### src/hdl/assert_macros.svh
// Assertion macros shared by the queue RTL.
`ifndef ASSERT_MACROS_SVH
`define ASSERT_MACROS_SVH

// Clocked check, disabled while in reset.
`define SLQ_ASSERT(lbl, prop, msg) \
    lbl: assert property (@(posedge clk) disable iff (!rst_n) prop) else $error(msg);

// Clocked check that also holds during reset.
`define SLQ_ASSERT_ALWAYS(lbl, prop, msg) \
    lbl: assert property (@(posedge clk) prop) else $error(msg);

`endif

### src/hdl/slq_mem.sv
// Entry storage: one write port, one registered read port.
`default_nettype none
module slq_mem #(
    parameter int DEPTH  = 128,
    parameter int ADDR_W = 7
) (
    input  wire logic                     clk,
    input  wire logic                     we,
    input  wire logic [ADDR_W-1:0]        waddr,
    input  wire logic signed [31:0]       wdata,
    input  wire logic                     re,
    input  wire logic [ADDR_W-1:0]        raddr,
    output      logic signed [31:0]       rdata
);

    logic signed [31:0] mem [DEPTH];
    logic signed [31:0] rdata_reg;

    always_ff @(posedge clk)
    begin
        if (we)
        begin
            mem[waddr] <= wdata;
        end
        if (re)
        begin
            rdata_reg <= mem[raddr];
        end
    end

    assign rdata = rdata_reg;

endmodule
`default_nettype wire

### config.mk
export PLATFORM = sky130hd
export DESIGN_NAME = slq_mem
export DESIGN_NICKNAME = d
export VERILOG_FILES = /design/src/hdl/assert_macros.svh /design/src/hdl/slq_mem.sv
export SDC_FILE = /design/constraint.sdc
export NUM_CORES = 2
export LEC_CHECK = 0
export ABC_AREA = 1
export ABC_CLOCK_PERIOD_IN_PS = 3300
export BUFFER_PORTS_ARGS = -buffer_cell sky130_fd_sc_hd__buf_2
export CAP_MARGIN = 15
export CORE_AREA = 5 5 748 750
export DETAILED_ROUTE_END_ITERATION = 7
export DIE_AREA = 0 0 753 755
export HOLD_SLACK_MARGIN = 0.08
export PLACE_DENSITY = 0.44
export SLEW_MARGIN = 20
export SYNTH_ARGS = -nofsm -noshare
export SYNTH_HDL_FRONTEND = slang
export SYNTH_SLANG_ARGS = --single-unit
### constraint.sdc
create_clock -name clk -period 3.3 [get_ports clk]
set_input_delay 0.33 -clock clk [delete_from_list [all_inputs] [get_ports clk]]
set_output_delay 0.33 -clock clk [all_outputs]
set_load 0.005 [all_outputs]
==> impl_results.md <==
* RD Place Congestion at 0.839
* Type of the worst setup path: flop to flop
* Clock tree sinks at 4,128
* EDFF count, synth at 4,128
* Post-synth top flop: sky130_fd_sc_hd__edfxtp_1
* Final hold vios at 0
* Capturing element type of the critical path: flop
* Peak VDD IR at 0.438 mV
* Critical path data required time at 4050 ps
* Final-stage net count at roughly 14,000
* Register-to-register setup slack at 870 ps
* Via count of the first global-routing pass at 103,000
* Detailed Route WL at 581,000 um
* GR Overflow Total at 0
* Number of remaining DRC errors at 0
* Clock tree from TritonCTS: built
* Row count at between 200 and 300
* Hold-fix buffer count after cts at 36
* Cell mode on critical path: sky130_fd_sc_hd__nand3_1
* Library cells used by synthesis at 14
* Tightest slew margin relative to the limit at 0.289
* Number of placed instances, taps included at 20,600
* Total nets after synthesis at between 10,000 and 15,000
* TritonCTS buffer count at 449
* Slowest library cell on the worst path: sky130_fd_sc_hd__nand3_1
* Share of the synthesized netlist area taken by xor and xnor gates at 0
* Port buffer count at 80
* Most frequent cells after synthesis: sky130_fd_sc_hd__nand2_1 (4,151), sky130_fd_sc_hd__edfxtp_1 (4,128), sky130_fd_sc_hd__nand3_1 (4,035)
* Post-synthesis share of cell area spent on and, or, nand and nor gates at 0.220
* Bufs on Longest Clock Path at 4
* Post-route total power at 114,000 uW
* # IOs at 81
* Later-pin clock latency in the skew report at 1040 ps
* Clock root buffer: sky130_fd_sc_hd__clkbuf_16
* Synth-to-Final Area Change at 17.6%
* Depth of the CTS H-tree at 5
* Drt first pass iters at 6
* Synth top area cells: sky130_fd_sc_hd__edfxtp_1 (75%), sky130_fd_sc_hd__nand3_1 (12%), sky130_fd_sc_hd__nand2_1 (9.4%)
* Flip-flop count of the largest register, all copies and words added at 4,096
* Final period utilization at 0.737
* Yosys top cell by area: sky130_fd_sc_hd__edfxtp_1
* Chip width at 753 um
* Total power divided by cell area at about 600 nW/um^2
* Min cycle time layout at roughly 2400 ps
* Number of standard cells in the final layout excluding fillers at 21,500
* Max Fanout on Critical Path at 2
* #FFs+latches synth at 4,128
* Min Hold Slack at approximately 150 ps
* Largest net degree at the start of global routing at about 110
* Count of routing violations after the opening detailed-route iteration at 10,800
* Share of the synthesized area in compound gates (AO/OA/AOI/OAI) at 0
* Main combinational cell family by area after synthesis: simple AND/OR/NAND/NOR gates
* Total Negative Setup Slacks at 0 ps
* Max incr delay on CP at roughly 550 ps
* Core Footprint at approximately 550,000 sq um
* Cell count after synthesis at 13,400
* Fraction of final layout cells with drive strength greater than 1 at 0.107
* Tightest Pin Transition at about 1100 ps
* Data arrival time of the critical path at 3190 ps
* Post-synthesis area per instance at 12.3 sq um
* Portion of synthesized cell area occupied by the leading cell type at 0.751
* Initial antenna violation count at 62
* Global-route wire length before repair at 819,000 um
* Fill cells at around 54,000
* Depth of the worst register-to-register path at 9
* Detailed-route vias per instance at 5.05
* Die area at around 570,000 sq um
* Share of synthesized area spent on multiplexers at 0
* Critical Path, Cell by Cell: nand2_1 -> nand3_1 -> nand3_1 -> nand3_1 -> nand3_1 -> nand3_1 -> nand3_1 -> buf_4 -> nand2_1
* Initial cell density of the core at 0.299
* Resized Gates After CTS at 0
* Number of pins with negative max-slew slack in the final report at 0
* Leakage at between 0.06 and 0.07 uW
* Proportion of synthesized chip area in sequential cells at 0.751
* Chip Height at 755 um
* Max-capacitance violation count at 0
* Worst hold-check path type: input pin to flop
* Routed via count at between 100k and 150k
* Clock slew seen by the registers of the worst setup and hold paths at 60 ps
* Buffers inserted by post-CTS timing repair at 0
* Maximum achievable frequency at 0.411 GHz
* Most frequent cell after synthesis: sky130_fd_sc_hd__nand2_1
* Post-synthesis cell area at between 150,000 and 200,000 sq um
* Final ANT Viol Nets at 0
* Adder-Cell Fraction of Synth Area at 0
* Worst slack after detailed placement at -98.9 ps
* Startpoint types: flop
* Final critical-path setup slack at 866 ps
* Cell depth of the worst hold path at 2
* Status: finished, final reports clean
* Post-Route Skew at 77.9 ps
* Post-detailed-placement half-perimeter wirelength at 343,000 um
* GRT Total Usage at 0.198
* Wire length per cell after detailed routing at 27.1 um
* Setup repair after global routing missed its margin: false
* Async S/R FF share, synth at 0
* Warnings, synthesis at 0
* Setup-violating endpoint count in the final report at 0
-- worst max-delay path: cells and delay by family (launching register included) --
| kind | cells | cell delay (ps) |
|---|---|---|
| buf+inv | 1 | 150 |
| simple gates | 8 | 1680 |
| flops | 1 | 350 |
-- stage by stage --
step | cell area (sq um) | util
CTS | 194000 | 0.351
global route | 194000 | 0.352
floorplan | 165000 | -
detailed placement | 180000 | 0.326
finish | 194000 | 0.352
global placement | 180000 | 0.326
-- per-layer routing --
metal | GRT usage | up-vias | share of wire
met1 | 0.282 | 55500 | 0.45
met3 | 0.0325 | 698 | 0.067
li1 | - | 48900 | -
met4 | 0.0524 | 16 | 0.028
met2 | 0.313 | 3266 | 0.46
met5 | 0 | - | 0.00018
-- cell usage in the layout (no fill, tap or decap), types with 4 or more instances in the layout --
cell type                       instances
sky130_fd_sc_hd__nand3_1             4035
sky130_fd_sc_hd__clkinvlp_4             4
sky130_fd_sc_hd__nor2_1                 6
sky130_fd_sc_hd__buf_2                 42
sky130_fd_sc_hd__inv_16                 7
sky130_fd_sc_hd__diode_2               36
sky130_fd_sc_hd__inv_6                  6
sky130_fd_sc_hd__clkbuf_1             141
sky130_fd_sc_hd__nor3_1                 8
sky130_fd_sc_hd__buf_6                 28
sky130_fd_sc_hd__dlygate4sd3_1         36
sky130_fd_sc_hd__clkinv_2              57
sky130_fd_sc_hd__nor2_4               128
sky130_fd_sc_hd__nand2_1             4143
sky130_fd_sc_hd__nand2_2                8
sky130_fd_sc_hd__edfxtp_1            4128
sky130_fd_sc_hd__clkbuf_16            453
sky130_fd_sc_hd__clkinv_16             11
sky130_fd_sc_hd__bufinv_16             15
sky130_fd_sc_hd__inv_1                 18
sky130_fd_sc_hd__buf_4                475
sky130_fd_sc_hd__clkinv_1             104
sky130_fd_sc_hd__clkinv_8               4
sky130_fd_sc_hd__buf_12               264
-- worst paths after layout --
check / to / startpoint
setup / recovery: rdata[11] / mem[47][11]
hold / removal: mem[99][15] / wdata[15]
setup reg to reg: rdata[11] / mem[47][11]
hold reg to reg: rdata[23] / mem[118][23]
-- kinds of logic after synthesis --
kind of cell | Yosys count
and+or+nand+nor | 8328
DFF | 4128
buffers and inverters | 933
-- where the power goes --
group          internal (uW)  total [uW]  switching (uW)
clock network          26400       47700           21300
logic                   2070        7940            5880
registers              57900       58200             210
-- cell type report --
| type | count | area [sq um] | area share |
|---|---|---|---|
| Tap cell | 7287 | 9120 | 0.0470 |
| Multi-Input combinational cell | 8328 | 37300 | 0.192 |
| Timing Repair Buffer | 848 | 9780 | 0.0504 |
| Clock buffer | 594 | 11900 | 0.0612 |
| Clock inverter | 207 | 1720 | 0.00886 |
| Inverter | 24 | 144 | 0.000742 |
| Antenna cell | 36 | 90.1 | 0.000464 |
| Sequential cell | 4128 | 124000 | 0.639 |
Note: power is estimated with default switching activity, not from simulation.
